`src/design/mhrsl_pkg.sv`:
```
package mhrsl_pkg;

   localparam int KEY_W      = 32;
   localparam int HASH_W     = 31;
   localparam int RCOUNT_W   = 9;
   localparam int CSR_IDX_W  = 1;
   localparam int CSR_DATA_W = 31;

   // Request commands.
   localparam logic [1:0] CMD_LOAD       = 2'd0;
   localparam logic [1:0] CMD_LOOKUP_INT = 2'd1;
   localparam logic [1:0] CMD_LOOKUP_STR = 2'd2;
   localparam logic [1:0] CMD_UNUSED     = 2'd3;

   // Response status codes.
   localparam logic [1:0] STAT_FOUND     = 2'd0;
   localparam logic [1:0] STAT_HASH_ERR  = 2'd1;
   localparam logic [1:0] STAT_NO_MATCH  = 2'd2;
   localparam logic [1:0] STAT_LOAD_DONE = 2'd3;

   // Register indexes.
   localparam logic [CSR_IDX_W-1:0] CSR_HASH_MODULUS = 1'b0;
   localparam logic [CSR_IDX_W-1:0] CSR_RANGE_COUNT  = 1'b1;

   localparam logic [HASH_W-1:0]   MODULUS_RESET = 31'd256;
   localparam logic [RCOUNT_W-1:0] RCOUNT_RESET  = 9'd0;

   typedef struct packed {
      logic [1:0]         command;
      logic [7:0]         entry_index;
      logic signed [31:0] range_low;
      logic signed [31:0] range_high;
      logic signed [31:0] shard_value;
      logic [31:0]        search_key;
   } req_type;

   typedef struct packed {
      logic [1:0]         status;
      logic signed [31:0] shard_number;
      logic [HASH_W-1:0]  key_hash;
   } rsp_type;

   typedef struct packed {
      logic [31:0] low;
      logic [31:0] high;
      logic [31:0] shard;
   } entry_type;

   typedef struct packed {
      logic              done;
      logic [HASH_W-1:0] rem;
   } div_status_type;

   typedef struct packed {
      logic        done;
      logic        found;
      logic [31:0] shard;
   } srch_result_type;

endpackage

```
`src/design/mhrsl_divider.sv`:
```
module mhrsl_divider
   import mhrsl_pkg::*;
(
   input  logic              clock,
   input  logic              reset,
   input  logic              start,
   input  logic [KEY_W-1:0]  dividend,
   input  logic [HASH_W-1:0] divisor,
   output div_status_type    status
);

   // Restoring remainder, one dividend bit shifted in per cycle.
   logic              active_ff, active_in;
   logic              done_ff, done_in;
   logic [4:0]        cnt_ff, cnt_in;
   logic [KEY_W-1:0]  key_ff, key_in;
   logic [HASH_W-1:0] div_ff, div_in;
   logic [HASH_W-1:0] rem_ff, rem_in;
   logic [HASH_W:0]   trial;
   logic [HASH_W:0]   diff;

   always_comb begin
      active_in = active_ff;
      done_in   = 1'b0;
      cnt_in    = cnt_ff;
      key_in    = key_ff;
      div_in    = div_ff;
      rem_in    = rem_ff;
      trial     = {rem_ff, key_ff[KEY_W-1]};
      diff      = trial - {1'b0, div_ff};
      if (start) begin
         active_in = 1'b1;
         cnt_in    = 5'd31;
         key_in    = dividend;
         div_in    = divisor;
         rem_in    = '0;
      end else if (active_ff) begin
         key_in = {key_ff[KEY_W-2:0], 1'b0};
         if (trial >= {1'b0, div_ff}) begin
            rem_in = diff[HASH_W-1:0];
         end else begin
            rem_in = trial[HASH_W-1:0];
         end
         cnt_in = cnt_ff - 5'd1;
         if (cnt_ff == 5'd0) begin
            active_in = 1'b0;
            done_in   = 1'b1;
         end
      end
   end

   always_ff @(posedge clock) begin
      if (reset) begin
         active_ff <= 1'b0;
         done_ff   <= 1'b0;
         cnt_ff    <= '0;
      end else begin
         active_ff <= active_in;
         done_ff   <= done_in;
         cnt_ff    <= cnt_in;
      end
      key_ff <= key_in;
      div_ff <= div_in;
      rem_ff <= rem_in;
   end

   assign status.done = done_ff;
   assign status.rem  = rem_ff;

endmodule

```
`config.mk`:
```
export PLATFORM = sky130hd
export DESIGN_NAME = mhrsl_divider
export DESIGN_NICKNAME = d
export VERILOG_FILES = /design/src/design/mhrsl_pkg.sv /design/src/design/mhrsl_divider.sv
export SDC_FILE = /design/constraint.sdc
export NUM_CORES = 1
export LEC_CHECK = 0
export BUFFER_PORTS_ARGS = -buffer_cell sky130_fd_sc_hd__buf_2
export CAP_MARGIN = 20
export CORE_AREA = 2 2 96 190
export CTS_BUF_LIST = sky130_fd_sc_hd__clkbuf_4
export DETAILED_ROUTE_END_ITERATION = 6
export DIE_AREA = 0 0 98 192
export GPL_TIMING_DRIVEN = 0
export PLACE_DENSITY_LB_ADDON = 0.12
export SLEW_MARGIN = 40
export SYNTH_ARGS = -nofsm -noshare
export SYNTH_HDL_FRONTEND = slang
export SYNTH_SLANG_ARGS = --single-unit
```
`constraint.sdc`:
```
create_clock -name clock -period 2.8 [get_ports clock]
set_clock_uncertainty 0.2 [all_clocks]
set_input_delay 0.28 -clock clock [delete_from_list [all_inputs] [get_ports clock]]
set_output_delay 0.28 -clock clock [all_outputs]
set_load 0.05 [all_outputs]
```
# --- Word-level counts from Yosys, hierarchy flattened ---
# Cells that the tools add are included.
classes:
  muxes: 9
  reduce_logical: 3
  addsub: 2
  bitwise_logic: 1
  mul: 0
  magnitude_cmp: 1
  n_shift: 0
  div_mod_pow: 0
  eq_ne: 0
ops:
  columns: ["op", "count"]
  rows:
  - ["$mux 32", 2]
  - ["$ge 32x31->1", 1]
  - ["$mux 31", 1]
  - ["$sub 31x31->31", 1]
  - ["$mux 5", 2]
  - ["$logic_not 5->1", 1]
  - ["$sub 5x1->5 const B", 1]
  - ["$mux 1", 4]
  - ["$reduce_or 3->1", 1]
  - ["$reduce_bool 2->1", 1]
  - ["$not 1->1", 1]
word_totals:
  register_bits: 101
  inputBits: 66
  ram_bits: 0
  n_memories: 0
  latchBits: 0
  mem_bits_ro: 0

# --- Longest topological paths before layout ---
depth:
  word_depth: 4
  depth_mapped: 13
  mapped_depth_nobuf: 11

# --- Worst setup path after synthesis ---
# Ideal clock, no wire load.
synth_path:
  kind: "register to register"
  start: "register rem_ff[17]"
  end: "register rem_ff[27]"
  n_path_buf: 1
  path_stages_with_launch: 11
  arrival_ps: 2987
  slack_ps: -487
  setup_ps: 100
  required_ps: 2500
  path_cell_list: "dfxtp_1 -> ha_1 -> buf_2 -> a21o_1 -> o21bai_1 -> a221o_1 -> nor4b_4 -> o31ai_4 -> a21boi_1 -> mux2_4 -> a2111oi_4"
synth_between:
  elab_chain_len: 2
synth_lines:
  columns: ["item", "line_no", "rtl"]
  rows:
  - ["start: declaration", "mhrsl_divider.sv:18", "logic [HASH_W-1:0] rem_ff, rem_in;"]
  - ["start signal: assignment", "mhrsl_divider.sv:64", "rem_ff <= rem_in;"]
  - ["$sub 31x31->31 or $ge 32x31->1 (tied branches)", "mhrsl_divider.sv:30, mhrsl_divider.sv:39", null]
  - ["$mux 31 (*)", "mhrsl_divider.sv:39", "if (trial >= {1'b0, div_ff}) begin"]
# Mark *: on every way between the ends. The rest lies on a longest branch, timed or not.
# A chain may end at the register's enable or synchronous reset.

# --- Final worst setup path ---
layout_path:
  start: "register div_ff[9]"
  end: "register rem_ff[27]"
layout_between:
  elab_chain_len: 2
layout_lines:
  columns: ["item", "line_no", "rtl"]
  rows:
  - ["start: declaration", "mhrsl_divider.sv:17", "logic [HASH_W-1:0] div_ff, div_in;"]
  - ["start signal: assignment", "mhrsl_divider.sv:63", "div_ff <= div_in;"]
  - ["$sub 31x31->31 or $ge 32x31->1 (tied branches)", "mhrsl_divider.sv:30, mhrsl_divider.sv:39", null]
  - ["$mux 31 (*)", "mhrsl_divider.sv:39", null]
# Marked as above.

==> reports/results.env <==
SYNTH-EDFF-COUNT=63
FINAL.FILL_COUNT=1623
DRC_VIOLATION_TOTAL_AFTER_THE_FIRST_TRITONROUTE_ITERATION=255
CLKSINKCOUNT=101
YOSYS.AREA.TOP_TYPE='sky130_fd_sc_hd__edfxtp_1'
POST-ROUTE-WORST-SETUP-SLACK_PS=-78.0
ARRIVAL_PS=3090
FINAL_MIN_PERIOD_OVER_CLOCK_PERIOD=1.03
TIMING.HOLD.WS_PS=69.7
TIMING.FMAX_GHz=0.347
HALF_PERIMETER_WIRE_LENGTH_OF_THE_DETAILED_PLACEMENT_RESULT_MM=13.1
DIE_WIDTH_UM=98
SYNTHTOPCELLSBYAREA='sky130_fd_sc_hd__edfxtp_1, sky130_fd_sc_hd__dfxtp_1, sky130_fd_sc_hd__ha_1'
P_LEAK_nW=3.49
GRT_PASS1_VIAS=5698
IOS=98
WIRELENGTH_MM=18.8
FLOORPLAN.DIE.HEIGHT_UM=192
UNREPAIRED_SETUP_ENDPOINTS_AFTER_GLOBAL_ROUTING='true'
DRC_ERRORS=0
OUTCOME='finished with violations'
GP_CONGESTION=0.880
INITIAL_CORE_UTIL=0.344
CP_MAX_FO=5
AREA.SEQUENTIAL_MM2=0.00270
FAILED_CHECKS='setup timing'
MAXCAPVIOLCOUNT=0
SYNTHARSTFLOPSHARE=0
AREA_DELTA_SYNTH_FINAL_PCT=43.8
YS_TOP_CELLS_BY_COUNT='sky130_fd_sc_hd__edfxtp_1, sky130_fd_sc_hd__nand2_1, sky130_fd_sc_hd__nor2_1, sky130_fd_sc_hd__a21oi_1, sky130_fd_sc_hd__inv_1'
WORST_SLEW_PIN_SLEW_PS=854
TIMING.FINAL.CRIT_PERIOD_PS=2880
CLOCK_INSERTION_DELAY_WORST_SKEW_PS=490
PLACEMENT.IO_BUFFERS=97
POST_SYNTH_INST_COUNT=587
YOSYSSEQAREASHARE=0.446
TRITONCTS='built'
CRITPATHLAUNCH='div_ff[9]$_DFFE_PP_'
FINAL_MAX_SLEW_VIOL_COUNT=0
VIAS_PER_CELL=5.30
SYNTH_NETS=687
WORST_SLEW_MARGIN_REL=0.431
REPORT.FINAL.SETUP_VIOL=4
ROOT_BUFFER='sky130_fd_sc_hd__clkbuf_4'
WORST_IR_DROP_VDD_mV=0.273
SYNTHMOSTINSTANTIATEDCELL='sky130_fd_sc_hd__edfxtp_1'
WORST_HOLD_PATH.NUM_CELLS=1
HTREEDEPTH=3
FINAL_CORE_UTILIZATION=0.495
FIN_TNS_SETUP_PS=-179
DRT-PASS1-ITER-COUNT=5
FF2FF_PATH_DEPTH=10
GRT_OVERFLOW=0
HOLD_VIOLATIONS=0
SYNTH_TOP_CELL_AREA_SHARE=0.318
CRITICAL_PATH.REG2REG.STARTPOINT='div_ff[9]$_DFFE_PP_'
CRITPATHREQUIREDTIME_PS=3010
CELLPOWERDENSITY_mW_PER_MM2=487
SYNTHESIS.AREA_MM2=0.00595
DESIGN.CORE.AREA_MM2=0.0173
YOSYS_REG_BITS=101
SETUP.WORST_PATH.END_CLASS='flop'
SYNTHESIS.YOSYS.WARNINGS=0
GRT_ANTENNA_BEFORE_REPAIR=1
MIN-DELAY-PATH-CLASS='in2reg'
DIE_AREA_MM2=0.0188
MULTIINPUTGATEAREA_MM2=0.00356
FIRST_PASS_GRT_WIRE_LENGTH_MM=28.8
FINAL_ANTENNA_NET_COUNT=0
WORST-R2R-SETUP-SLACK_PS=-80
CTS-ROOT-TO-SINK-BUFFERS=2
LAYOUT-DRIVE-GT1-SHARE=0.418
WORSTREG2REGEND='rem_ff[27]$_SDFFE_PP0P_'
VIAS=5348
STARTPOINT_OF_THE_WORST_HOLD_PATH='start'
NETLIST-CELL-TYPE-COUNT=69
PIN_COUNT_OF_THE_BIGGEST_NET_ENTERING_GLOBAL_ROUTING=33
TOTAL_GRT_USAGE=0.198
CRIT_PATH_START_KIND='flop'
STD_CELL_ROWS=68
CLK_PIN_SLEW_WORST_PATHS_PS=170
CTS_BUFFERS=9
CRITICALPATHCATEGORY='reg2reg'
SYNTH.AVG_CELL_AREA_UM2=10.1
DETAIL_ROUTE.WL_PER_CELL_UM=18.6
DESIGN.FINAL.NETS=894
SYNTH_FF_TYPE='sky130_fd_sc_hd__edfxtp_1'
MIN_DELAY_WORST_ENDPOINT='div_ff[23]$_DFFE_PP_'
==> critical path, cell delays in order (launching register included) <==
cell	delay [ps]
sky130_fd_sc_hd__edfxtp_1	410
sky130_fd_sc_hd__inv_2	80
sky130_fd_sc_hd__ha_4	210
sky130_fd_sc_hd__and3_4	190
sky130_fd_sc_hd__a22o_4	240
sky130_fd_sc_hd__a22o_4	280
sky130_fd_sc_hd__nor4b_4	380
sky130_fd_sc_hd__o31ai_4	110
sky130_fd_sc_hd__a21boi_2	170
sky130_fd_sc_hd__mux2_4	330
sky130_fd_sc_hd__a2111oi_4	180
==> metrics by stage <==
step	instances	power, mW	worst slack, ps	cell area, um^2
5_1_grt	1010	4.34	-172	8550
2_1_floorplan	587	2.62	-45.9	6010
3_3_place_gp	894	2.93	-925	6760
4_1_cts	1005	4.13	-189	8370
3_5_place_dp	894	2.94	-599	6760
6_report	1010	4.16	-78.0	8550
==> layout by cell type, fill, tap and decap left out, drive strengths merged, types with 5 or more instances in the layout <==
cell type / Yosys / layout
dfxtp: 38 / 38
o211ai: 5 / 5
a21oi: 47 / 47
a211oi: 6 / 6
nand2: 56 / 56
edfxtp: 63 / 63
xor2: 7 / 7
a31oi: 7 / 7
and3: 6 / 6
nand2b: 6 / 6
mux2: 32 / 32
dlygate4sd3: 0 / 64
o21ai: 27 / 27
ha: 33 / 33
mux2i: 6 / 6
nand3: 13 / 13
nor3: 10 / 10
clkbuf: 14 / 24
buf: 14 / 146
nor2: 49 / 49
nand4: 5 / 5
xnor2: 18 / 18
a21o: 9 / 9
inv: 43 / 44
a311oi: 15 / 15
==> registers in the layout, summed over array words and instances (netlist names) <==
register,flops
done_ff,1
cnt_ff,5
div_ff,31
key_ff,32
active_ff,1
rem_ff,31
==> worst max-delay path by stage <==
| stage | endpoint | slack (ps) | depth (start not counted) |
|---|---|---|---|
| floorplan | rem_ff[27]$_SDFFE_PP0P_ | -50 | 10 |
| global placement | key_ff[30]$_DFFE_PP_ | -930 | 5 |
| detailed placement | key_ff[26]$_DFFE_PP_ | -600 | 5 |
| CTS | rem_ff[9]$_SDFFE_PP0P_ | -190 | 11 |
| global route | rem_ff[9]$_SDFFE_PP0P_ | -170 | 12 |
| finish | rem_ff[27]$_SDFFE_PP0P_ | -80 | 10 |
==> layer usage <==
| layer | share of wire | vias up | global-route usage | wire [um] |
|---|---|---|---|---|
| met2 | 0.57 | 144 | 0.397 | 10700 |
| met5 | 0 | - | 0 | 0 |
| met3 | 0.034 | 43 | 0.0287 | 635 |
| met4 | 0.040 | 0 | 0.110 | 752 |
| li1 | - | 2567 | - | - |
| met1 | 0.35 | 2594 | 0.186 | 6650 |
==> repair_timing <==
item	4_1_cts	5_1_grt
gates resized for setup	120	47
gates cloned	4	0
hold endpoints to repair	70	0
hold buffers	64	0
pin swaps	43	44
setup buffers	31	9
setup endpoints to repair	63	31
==> kinds of logic (layout without fill, tap and decap cells) <==
group,count (synthesis),count (layout),synth area share
xor+xnor,25,25,0.0368
simple gates,166,166,0.134
mux,38,38,0.0713
compound gates,151,151,0.187
fa+ha+maj,34,34,0.0728
buf+inv,72,284,0.0528
other cells,0,1,0
flops,101,101,0.446
==> report_power, final <==
part,internal (mW),leakage [nW],switching [mW]
registers,1.73,0.950,0.0836
logic,0.688,2.48,0.838
clock network,0.280,0.0666,0.543
==> cell type report <==
cell class / count / area share
clock buffers: 10 / 0.00878
diodes: 1 / 0.000293
multi-input cells: 414 / 0.417
well taps: 210 / 0.0307
flip-flops and latches: 101 / 0.316
clock inverters: 6 / 0.00732
repair buffers: 201 / 0.180
plain buffers: 23 / 0.0203
inverters: 44 / 0.0193
Note: power is estimated with default switching activity, not from simulation.
