==> config.mk <==
export PLATFORM = sky130hd
export DESIGN_NAME = mhrsl_search
export DESIGN_NICKNAME = d
export VERILOG_FILES = /design/src/design/mhrsl_pkg.sv /design/src/design/mhrsl_search.sv
export SDC_FILE = /design/constraint.sdc
export NUM_CORES = 1
export LEC_CHECK = 0
export ABC_AREA = 1
export BUFFER_PORTS_ARGS = -buffer_cell sky130_fd_sc_hd__buf_2
export CORE_UTILIZATION = 53
export CTS_BUF_LIST = sky130_fd_sc_hd__clkbuf_4 sky130_fd_sc_hd__clkbuf_8
export CTS_CLUSTER_DIAMETER = 30
export DETAILED_ROUTE_END_ITERATION = 7
export PLACE_DENSITY = 0.83
export SLEW_MARGIN = 20
export SYNTH_ARGS = -nofsm -noshare
export SYNTH_HDL_FRONTEND = slang
export SYNTH_SLANG_ARGS = --single-unit
==> constraint.sdc <==
create_clock -name clock -period 3.5 [get_ports clock]
set_input_delay 0.525 -clock clock [delete_from_list [all_inputs] [get_ports clock]]
set_output_delay 0.525 -clock clock [all_outputs]
set_load 0.005 [all_outputs]
==> src/design/mhrsl_pkg.sv <==
package mhrsl_pkg;

   localparam int KEY_W      = 32;
   localparam int HASH_W     = 31;
   localparam int RCOUNT_W   = 9;
   localparam int CSR_IDX_W  = 1;
   localparam int CSR_DATA_W = 31;

   // Request commands.
   localparam logic [1:0] CMD_LOAD       = 2'd0;
   localparam logic [1:0] CMD_LOOKUP_INT = 2'd1;
   localparam logic [1:0] CMD_LOOKUP_STR = 2'd2;
   localparam logic [1:0] CMD_UNUSED     = 2'd3;

   // Response status codes.
   localparam logic [1:0] STAT_FOUND     = 2'd0;
   localparam logic [1:0] STAT_HASH_ERR  = 2'd1;
   localparam logic [1:0] STAT_NO_MATCH  = 2'd2;
   localparam logic [1:0] STAT_LOAD_DONE = 2'd3;

   // Register indexes.
   localparam logic [CSR_IDX_W-1:0] CSR_HASH_MODULUS = 1'b0;
   localparam logic [CSR_IDX_W-1:0] CSR_RANGE_COUNT  = 1'b1;

   localparam logic [HASH_W-1:0]   MODULUS_RESET = 31'd256;
   localparam logic [RCOUNT_W-1:0] RCOUNT_RESET  = 9'd0;

   typedef struct packed {
      logic [1:0]         command;
      logic [7:0]         entry_index;
      logic signed [31:0] range_low;
      logic signed [31:0] range_high;
      logic signed [31:0] shard_value;
      logic [31:0]        search_key;
   } req_type;

   typedef struct packed {
      logic [1:0]         status;
      logic signed [31:0] shard_number;
      logic [HASH_W-1:0]  key_hash;
   } rsp_type;

   typedef struct packed {
      logic [31:0] low;
      logic [31:0] high;
      logic [31:0] shard;
   } entry_type;

   typedef struct packed {
      logic              done;
      logic [HASH_W-1:0] rem;
   } div_status_type;

   typedef struct packed {
      logic        done;
      logic        found;
      logic [31:0] shard;
   } srch_result_type;

endpackage

==> src/design/mhrsl_search.sv <==
module mhrsl_search
   import mhrsl_pkg::*;
#(
   parameter int AW = 8,
   parameter int CW = 9
)
(
   input  logic              clock,
   input  logic              reset,
   input  logic              start,
   input  logic [HASH_W-1:0] hash,
   input  logic [CW-1:0]     count,
   output logic [AW-1:0]     rd_addr,
   input  entry_type         rd_data,
   output srch_result_type   result
);

   localparam logic [1:0] S_IDLE = 2'd0;
   localparam logic [1:0] S_ADDR = 2'd1;
   localparam logic [1:0] S_CMP  = 2'd2;

   logic [1:0]        state_ff, state_in;
   logic [CW-1:0]     lo_ff, lo_in;
   logic [CW-1:0]     hx_ff, hx_in;
   logic [AW-1:0]     mid_ff, mid_in;
   logic [HASH_W-1:0] hash_ff, hash_in;
   srch_result_type   result_ff, result_in;
   logic [CW:0]       mid_sum;
   logic [AW-1:0]     mid;
   logic              go_low;
   logic              go_high;
   logic [CW-1:0]     lo_nx;
   logic [CW-1:0]     hx_nx;

   // The live window is [lo, hx); the probe is the floor midpoint of its inclusive bounds.
   assign mid_sum = (CW+1)'(lo_ff) + (CW+1)'(hx_ff) - (CW+1)'(1);
   assign mid     = AW'(mid_sum[CW:1]);
   assign rd_addr = mid;

   assign go_low  = $signed({2'b00, hash_ff}) < $signed({rd_data.low[31], rd_data.low});
   assign go_high = {1'b0, hash_ff} > rd_data.high;
   assign lo_nx   = go_low ? lo_ff : (CW'(mid_ff) + CW'(1));
   assign hx_nx   = go_low ? CW'(mid_ff) : hx_ff;

   always_comb begin
      state_in  = state_ff;
      lo_in     = lo_ff;
      hx_in     = hx_ff;
      mid_in    = mid_ff;
      hash_in   = hash_ff;
      result_in = '0;
      case (state_ff)
         S_IDLE: begin
            if (start) begin
               lo_in   = '0;
               hx_in   = count;
               hash_in = hash;
               if (count == '0) begin
                  result_in.done = 1'b1;
               end else begin
                  state_in = S_ADDR;
               end
            end
         end
         S_ADDR: begin
            mid_in   = mid;
            state_in = S_CMP;
         end
         S_CMP: begin
            if (!go_low && !go_high) begin
               result_in.done  = 1'b1;
               result_in.found = 1'b1;
               result_in.shard = rd_data.shard;
               state_in        = S_IDLE;
            end else begin
               lo_in = lo_nx;
               hx_in = hx_nx;
               if (lo_nx >= hx_nx) begin
                  result_in.done = 1'b1;
                  state_in       = S_IDLE;
               end else begin
                  state_in = S_ADDR;
               end
            end
         end
         default: begin
            state_in = S_IDLE;
         end
      endcase
   end

   always_ff @(posedge clock) begin
      if (reset) begin
         state_ff  <= S_IDLE;
         result_ff <= '0;
      end else begin
         state_ff  <= state_in;
         result_ff <= result_in;
      end
      lo_ff   <= lo_in;
      hx_ff   <= hx_in;
      mid_ff  <= mid_in;
      hash_ff <= hash_in;
   end

   assign result = result_ff;

endmodule

; Word level (Yosys, flattened, before mapping)
; Cells that the tools add are included.
[classes]
n_addsub = 3
mul = 0
n_div = 0
magnitude_cmp = 3
eq_ne = 5
n_shift = 0
mux = 19
bitwise_logic = 2
reduce_logical = 11
[ops]
columns = op, n
row1 = 2-to-1 mux 9 bit, 6
row2 = case mux 9 bit (2 select lines), 2
row3 = 2-to-1 mux 33 bit, 1
row4 = > comparator 31 x 32 -> 1 bit, 1
row5 = < comparator 32 bit, 1
row6 = adder 8 x 1 -> 9 bit (second input constant), 1
row7 = adder 9 bit, 1
row8 = greater-or-equal comparator 9 bit, 1
row9 = zero test 9 bit, 1
row10 = subtractor 9 x 1 -> 9 bit (second input constant), 1
row11 = 2-to-1 mux 2 bit, 3
row12 = inequality test 2 bit (second input constant), 3
row13 = case mux 2 bit (3 select lines), 1
row14 = 2-to-1 mux 1 bit, 5
row15 = AND reduction 2 bit, 2
row16 = AND reduction 3 bit, 1
row17 = OR reduction 3 bit, 1
row18 = == test 2 x 1 -> 1 bit (second input constant), 1
row19 = == test 2 bit (second input constant), 1
row20 = zero test 1 bit, 2
row21 = zero test 2 bit, 1
row22 = inverter 1 bit, 2
row23 = case mux 1 bit (2 select lines), 1
row24 = nonzero test 2 bit, 1
row25 = 2 further kinds, 2
[totals]
register_bits = 93
latch_bits = 0
mem_bits_rw = 0
mem_bits_ro = 0
in_bits = 139
out_inout_bits = 42
wordCells = 51
memories = 0

; Longest topological paths before layout
; Gate-level depths: netlist of the first run.
[logic_depth]
word_depth = 6
mapped_depth = 25
mapped_depth_nobuf = 24

; Worst setup path after synthesis of the first run
; OpenSTA, ideal clock, no wires.
[synth_timing]
path_type = input to register
from = input rd_data[93] (netlist bit)
to = register result_ff, in the netlist result[33]
setup_time_ns = 0.117
arrival_ns = 2.890
path_slack_ns = 0.494
path_stages = 19
path_cell_list = inv_1 -> ha_1 -> a21o_1 -> a22oi_1 -> o21ai_0 -> a21oi_2 -> nand3_4 -> buf_6 -> o21ai_1 -> inv_1 -> ha_1 -> a21oi_1 -> o21ai_0 -> nand2_1 -> o2111ai_1 -> a21oi_1 -> nand2_2 -> nand2_1 -> a21oi_2
[synth_between]
elab_chain_len = 6
word_cells_on_any_way = 9
[synth_lines]
columns = element, line
row1 = start: declaration, mhrsl_search.sv:14  ; input entry_type rd_data,
row2 = < comparator 32 bit, mhrsl_search.sv:40  ; assign go_low = $signed({2'b00, hash_ff}) < $signed({rd_data.low[31], rd_data.low});
row3 = 2-to-1 mux 9 bit, mhrsl_search.sv:42  ; assign lo_nx = go_low ? lo_ff : (CW'(mid_ff) + CW'(1));
row4 = via lo_nx[4], mhrsl_search.sv:32  ; logic [CW-1:0] lo_nx;
row5 = greater-or-equal comparator 9 bit, mhrsl_search.sv:78  ; if (lo_nx >= hx_nx) begin
row6 = 2-to-1 mux 1 bit, mhrsl_search.sv:78
row7 = 2-to-1 mux 1 bit, mhrsl_search.sv:70  ; if (!go_low && !go_high) begin
row8 = case mux 1 bit (2 select lines), mhrsl_search.sv:52  ; case (state_ff)
row9 = end signal: assignment, mhrsl_search.sv:98  ; result_ff <= result_in;
row10 = end: declaration, mhrsl_search.sv:27  ; srch_result_type result_ff, result_in;
; The timed path passes the listed nets, and every way through them passes these cells.
; A chain may end at the register's enable or synchronous reset.

; Final worst setup path of the first run
[layout_timing]
from = register lo_ff[1]
to = output rd_addr[6]
[layout_between]
elab_chain_len = 2
[layout_lines]
columns = element, line
row1 = start: declaration, mhrsl_search.sv:23  ; logic [CW-1:0] lo_ff, lo_in;
row2 = start signal: assignment, mhrsl_search.sv:100  ; lo_ff <= lo_in;
row3 = adder 9 bit, mhrsl_search.sv:36  ; assign mid_sum = (CW+1)'(lo_ff) + (CW+1)'(hx_ff) - (CW+1)'(1);
row4 = subtractor 9 x 1 -> 9 bit, mhrsl_search.sv:36
row5 = end: declaration, mhrsl_search.sv:13  ; output logic [AW-1:0] rd_addr,
; Every way passes these cells.

==> impl_metrics.ini, run 1 <==
[worst_setup_path]
rr_worst_depth = 18
end_kind = output pin
r2r_start = hash_ff[29]
critPathRequiredTime_ns = 2.97
cp.arrival_ns = 2.68
crit_path_max_incr_delay_ns = 0.40
crit_fanout = 2
cp_common_cell = inv_1
path_depth = 11
criticalPathCategory = flop to output pin
path_buf_inv = 4
crit_start = lo_ff[1]
slowest_stage = fa_1
crit_chain = inv_1 > ha_1 > inv_1 > ha_1 > inv_1 > fa_1 > o21ai_1 > a21oi_1 > o21ai_0 > xor2_1 > buf_2
cp-start-kind = flop
path_delay_family = adder cells

[hold_path]
min_path_type = input port to flop
holdPathStages = 1
min_from = hash[15]

[floorplan]
rows = 37
io-pin-count = 181
fp.coreArea_um2 = 10300
start_util_pct = 54.8
die_w_um = 105
die_area_um2 = 11100
die_h_um = 105

[grt]
grt_pass1_wl_um = 20500
track_usage_pct = 23.5
antenna_found_initial = 1
gr-usage-met1_pct = 25.5
overflow = 0
grt_max_degree = 34
use_met3_pct = 4.58
busiest_layer = met2
grt.met2_usage_pct = 45.3
grt_pass1_vias = 4701

[sta]
rsz0062_at_grt = no
relSlewSlack_pct = 37.6
max_clock_freq_mhz = 312
final.min_clock_period_ns = 3.20
worst_slew_pin_slew_ns = 0.933
fin_skew_ns = 0.0234
setup_slack_ns = 0.298
min_period_over_period_pct = 91.5
fin_tns_setup_ns = 0
slew_violations = 0
hold_viol = 0
setup_viol_count_final = 0

[synth]
synth_compound_area_share_pct = 9.55
synthTopCellsByArea = edfxtp_1 30%, ha_1 19%, dfxtp_1 13%
synth_fa_ha_area_share_pct = 19.1
ys_warn_count = 0
synth_edf_count = 57
yosys.area_share.simple_pct = 14.9
synthMuxAreaShare_pct = 0
yosysTopAreaCell = edfxtp_1
synth_seq_cells = 93
synth_xor_area_share_pct = 2.01
yosysTopAreaCellShare_pct = 30.2
ys_async_sr_fraction_pct = 0
ys_types = 38
ys_seq_area_share_pct = 43.0
synth_ff_type = edfxtp_1
synth_area_per_cell_um2 = 8.97
syn-cell-area_um2 = 5660
synth_nets = 856
synthCells = 631
synth_top_family_by_area = adder cells

[clock_tree]
clk_pin_slew_ns = 0.12
cts_root_buf = clkbuf_8
cts_tree = done
cts.path.max_buffers = 2
cts_sinks = 93
worstSkewPairLatency_ns = 0.37
cts_inserted_buffers = 9
h-tree-depth = 3

[place]
dpl.hpwl_um = 10300
pre_cts_slack_ns = 0.0641
place_area_um2 = 6700
routabilityCongestion = 0.881
portBuffers = 180

[routing]
drc_errors = 0
avgViaCountPerCell = 4.82
dr.pass1.iters = 4
postRouteAntennaNets = 0
via_count = 4660
drt_iter0_drc = 210
routedWlPerCell_um = 13.1
routed_wl_um = 12700

[final_layout]
fillers = 866
stdcell_area_um2 = 6950
final_nets = 1049
drive_above_1_share_pct = 28.6
final_cell_mix = 180 x buf_2, 152 x inv_1, 93 x nand2_1, 85 x ha_1, 57 x edfxtp_1
final_common_cell = buf_2
area_delta_synth_final_pct = 22.7

[status]
status = finished clean

[power_and_ir_drop]
power_mw = 2.76
p_leak_nw = 3.86
vdd_drop_max_uv = 243
power_density_nw_per_um2 = 397

[job]
drv_cap = 0
==> flip-flops by register name, summed over array words and instances, names as in the netlist <==
signal / flops
mid_ff: 8
result: 34
hx_ff: 9
state_ff: 2
hash_ff: 31
lo_ff: 9
==> worst register-to-register path, delay by kind of cell (launching register included) <==
family	cells	cell delay, ns
compound gates	10	1.33
fa+ha+maj	2	0.63
buf+inv	1	0.21
flops	1	0.43
simple gates	5	0.48
==> routing by layer <==
layer,routed length [um],vias to the layer above
met4,302,0
met5,0,-
li1,-,2419
met1,5240,2071
met2,6480,146
met3,656,24
==> layout make-up <==
| class | count | area, um2 | area share, % |
|---|---|---|---|
| diodes | 1 | 2.50 | 0.0360 |
| clock buffers | 10 | 138 | 1.98 |
| clock inverters | 6 | 65.1 | 0.936 |
| inverters | 152 | 571 | 8.21 |
| multi-input cells | 378 | 2580 | 37.2 |
| flip-flops and latches | 93 | 2430 | 35.0 |
| well taps | 136 | 170 | 2.45 |
| repair buffers | 190 | 988 | 14.2 |
==> synth_stat cells, types with 2 or more instances <==
cell,n
inv_1,152
o2111ai_1,2
nand2_2,4
o21ai_1,6
xnor2_1,2
dfxtp_1,36
and2_1,2
o21bai_1,2
o21ai_2,16
nor2_1,57
o21a_1,3
and3_1,2
nand4_1,6
a21o_1,3
nor3_1,7
nand3b_1,2
a21oi_2,2
or2_2,2
nand2_1,93
buf_6,5
edfxtp_1,57
a21oi_1,39
a22oi_1,2
nand3_1,9
o21ai_0,13
xor2_1,11
ha_1,85
==> power breakdown <==
group	internal (mW)	switching, mW	total, mW
Clock	0.300	0.429	0.730
Sequential	1.26	0.0448	1.30
Combinational	0.326	0.405	0.731
Total	1.88	0.879	2.76
==> timing repair <==
action | 4_1_cts | 5_1_grt
buffers inserted | 0 | 6
hold buffers | 0 | 0
endpoints found under the setup margin | 0 | 3
gates resized for setup | 0 | 1
==> kinds of logic (layout without fill, tap and decap cells) <==
kind of cell | count (synthesis) | after routing
xor gates and xnor gates | 13 | 13
AOI/OAI and AO/OA | 88 | 88
buffers and inverters | 160 | 358
other | 0 | 1
and+or+nand+nor | 191 | 191
adders and majority gates | 86 | 86
DFF | 93 | 93
==> per-stage QoR <==
step	hold WS [ns]	std cells	utilization (%)
2_1_floorplan	0.461	631	-
3_3_place_gp	0.490	943	64.9
3_5_place_dp	0.490	943	64.9
4_1_cts	0.304	959	66.8
5_1_grt	0.291	966	67.3
6_report	0.314	966	67.3
==> final timing paths <==
kind / slack [ns] / endpoint
setup / recovery: 0.30 / rd_addr[6]
hold / removal: 0.31 / hash_ff[15]
setup reg to reg: 0.32 / result[33]
hold reg to reg: 0.51 / state_ff[1]
Power figures use the tool's default switching activity.
==> run 2: changes to the inputs <==
Settings changed: MAX_ROUTING_LAYER set to met4.
==> impl_metrics.ini, run 2 (same netlist as run 1, synthesis figures left out) <==
[place]
routabilityCongestion = 0.896
dpl.hpwl_um = 10300
portBuffers = 180

[routing]
avgViaCountPerCell = 4.83
via_count = 4667
drc_errors = 0
routedWlPerCell_um = 13.1
postRouteAntennaNets = 0
dr.pass1.iters = 4
drt_iter0_drc = 215
routed_wl_um = 12600

[sta]
relSlewSlack_pct = 37.3
final.min_clock_period_ns = 3.21
max_clock_freq_mhz = 312
fin_tns_setup_ns = 0
hold_viol = 0
rsz0062_at_grt = no
slew_violations = 0
worst_slew_pin_slew_ns = 0.937
timing.hold.ws_ns = 0.321
min_period_over_period_pct = 91.7
fin_skew_ns = 0.0180
setup_viol_count_final = 0

[floorplan]
io-pin-count = 181
rows = 37
die_h_um = 105
die_w_um = 105
die_area_um2 = 11100
start_util_pct = 54.8
fp.coreArea_um2 = 10300

[final_layout]
drive_above_1_share_pct = 28.6
final_nets = 1049
final_common_cell = buf_2
area_delta_synth_final_pct = 22.7
fillers = 866
final_cell_mix = 180 x buf_2, 152 x inv_1, 93 x nand2_1, 85 x ha_1, 57 x edfxtp_1
largest_reg_flops = 34

[clock_tree]
cts_inserted_buffers = 9
cts.path.max_buffers = 2
clk_pin_slew_ns = 0.11
cts_hold_buf = 0
cts_tree = done
h-tree-depth = 3
cts_sinks = 93
worstSkewPairLatency_ns = 0.37
cts_root_buf = clkbuf_8

[power_and_ir_drop]
power_density_nw_per_um2 = 397
p_leak_nw = 3.86
vdd_drop_max_uv = 243
power_mw = 2.76

[worst_setup_path]
crit_chain = inv_1 > ha_1 > inv_1 > ha_1 > inv_1 > fa_1 > o21ai_1 > a21oi_1 > o21ai_0 > xor2_1 > buf_2
criticalPathCategory = flop to output pin
cp.arrival_ns = 2.68
crit_start = lo_ff[1]
crit_fanout = 2
slowest_stage = fa_1
r2r_start = hash_ff[29]
r2r_slack_ns = 0.34
rr_worst_depth = 18
critPathRequiredTime_ns = 2.97
r2r-end = result[33]
cp-start-kind = flop
crit_path_max_incr_delay_ns = 0.40
cp_common_cell = inv_1
cp-endpoint = rd_addr[6]
end_kind = output pin

[status]
status = finished clean

[grt]
grt_pass1_wl_um = 20600
grt_pass1_vias = 4702
track_usage_pct = 24.2
antenna_found_initial = 1
grt_max_degree = 34
overflow = 0

[job]
drv_cap = 0

[hold_path]
min_path_type = input port to flop
-- run 2: cell counts in the layout (fill, tap and decap cells not counted) --
Identical to the previous run, type by type.
-- run 2: repair_timing --
| action | CTS | global route |
|---|---|---|
| endpoints found under the setup margin | 0 | 3 |
| buffers inserted | 0 | 6 |
| endpoints found under the hold margin | 0 | 0 |
| gates resized for setup | 0 | 1 |
-- run 2: final cells by class --
cell class | count | area [um2] | share of cell area, %
repair buffers | 190 | 988 | 14.2
well taps | 136 | 170 | 2.45
multi-input cells | 378 | 2580 | 37.2
clock buffers | 10 | 138 | 1.98
clock inverters | 6 | 65.1 | 0.936
inverters | 152 | 571 | 8.21
diodes | 1 | 2.50 | 0.0360
flip-flops and latches | 93 | 2430 | 35.0
-- run 2: worst min path at each step --
stage | start | endpoint | slack [ns] | depth (start not counted)
2_1_floorplan | state_ff[0] | state_ff[1] | 0.46 | 2
3_3_place_gp | state_ff[0] | state_ff[1] | 0.49 | 2
3_5_place_dp | state_ff[0] | state_ff[1] | 0.49 | 2
4_1_cts | hash[15] | hash_ff[15] | 0.30 | 1
5_1_grt | hash[14] | hash_ff[14] | 0.29 | 1
6_report | hash[15] | hash_ff[15] | 0.32 | 1
-- run 2: per-stage QoR --
stage               util, %  cells  area, um2  setup WS [ns]
CTS                    66.8    959       6900          0.148
global route           67.3    966       6950         0.0576
floorplan                 -    631       5660          0.494
finish                 67.3    966       6950          0.291
global placement       64.9    943       6700          0.208
detailed placement     64.9    943       6700         0.0641
-- run 2: critical path, delay by kind of cell, from the launching register on --
kind,cells,cell delay (ns)
buffers and inverters,4,0.36
adder cells (fa/ha/maj),3,0.82
flip-flops,1,0.38
AO/OA/AOI/OAI,3,0.56
XOR/XNOR,1,0.20
-- run 2: metal layers --
| metal | global-route usage (%) | part of all wire, % | up-vias |
|---|---|---|---|
| met2 | 45.3 | 52 | 145 |
| met1 | 25.6 | 41 | 2082 |
| li1 | - | - | 2418 |
| met4 | 7.55 | 2.2 | 0 |
| met3 | 4.45 | 5.3 | 22 |
| met5 | - | 0 | - |
-- run 2: power by group --
| part | switching (mW) | internal, mW |
|---|---|---|
| Sequential | 0.0450 | 1.26 |
| Clock | 0.424 | 0.300 |
| Combinational | 0.405 | 0.327 |
| Total | 0.874 | 1.88 |
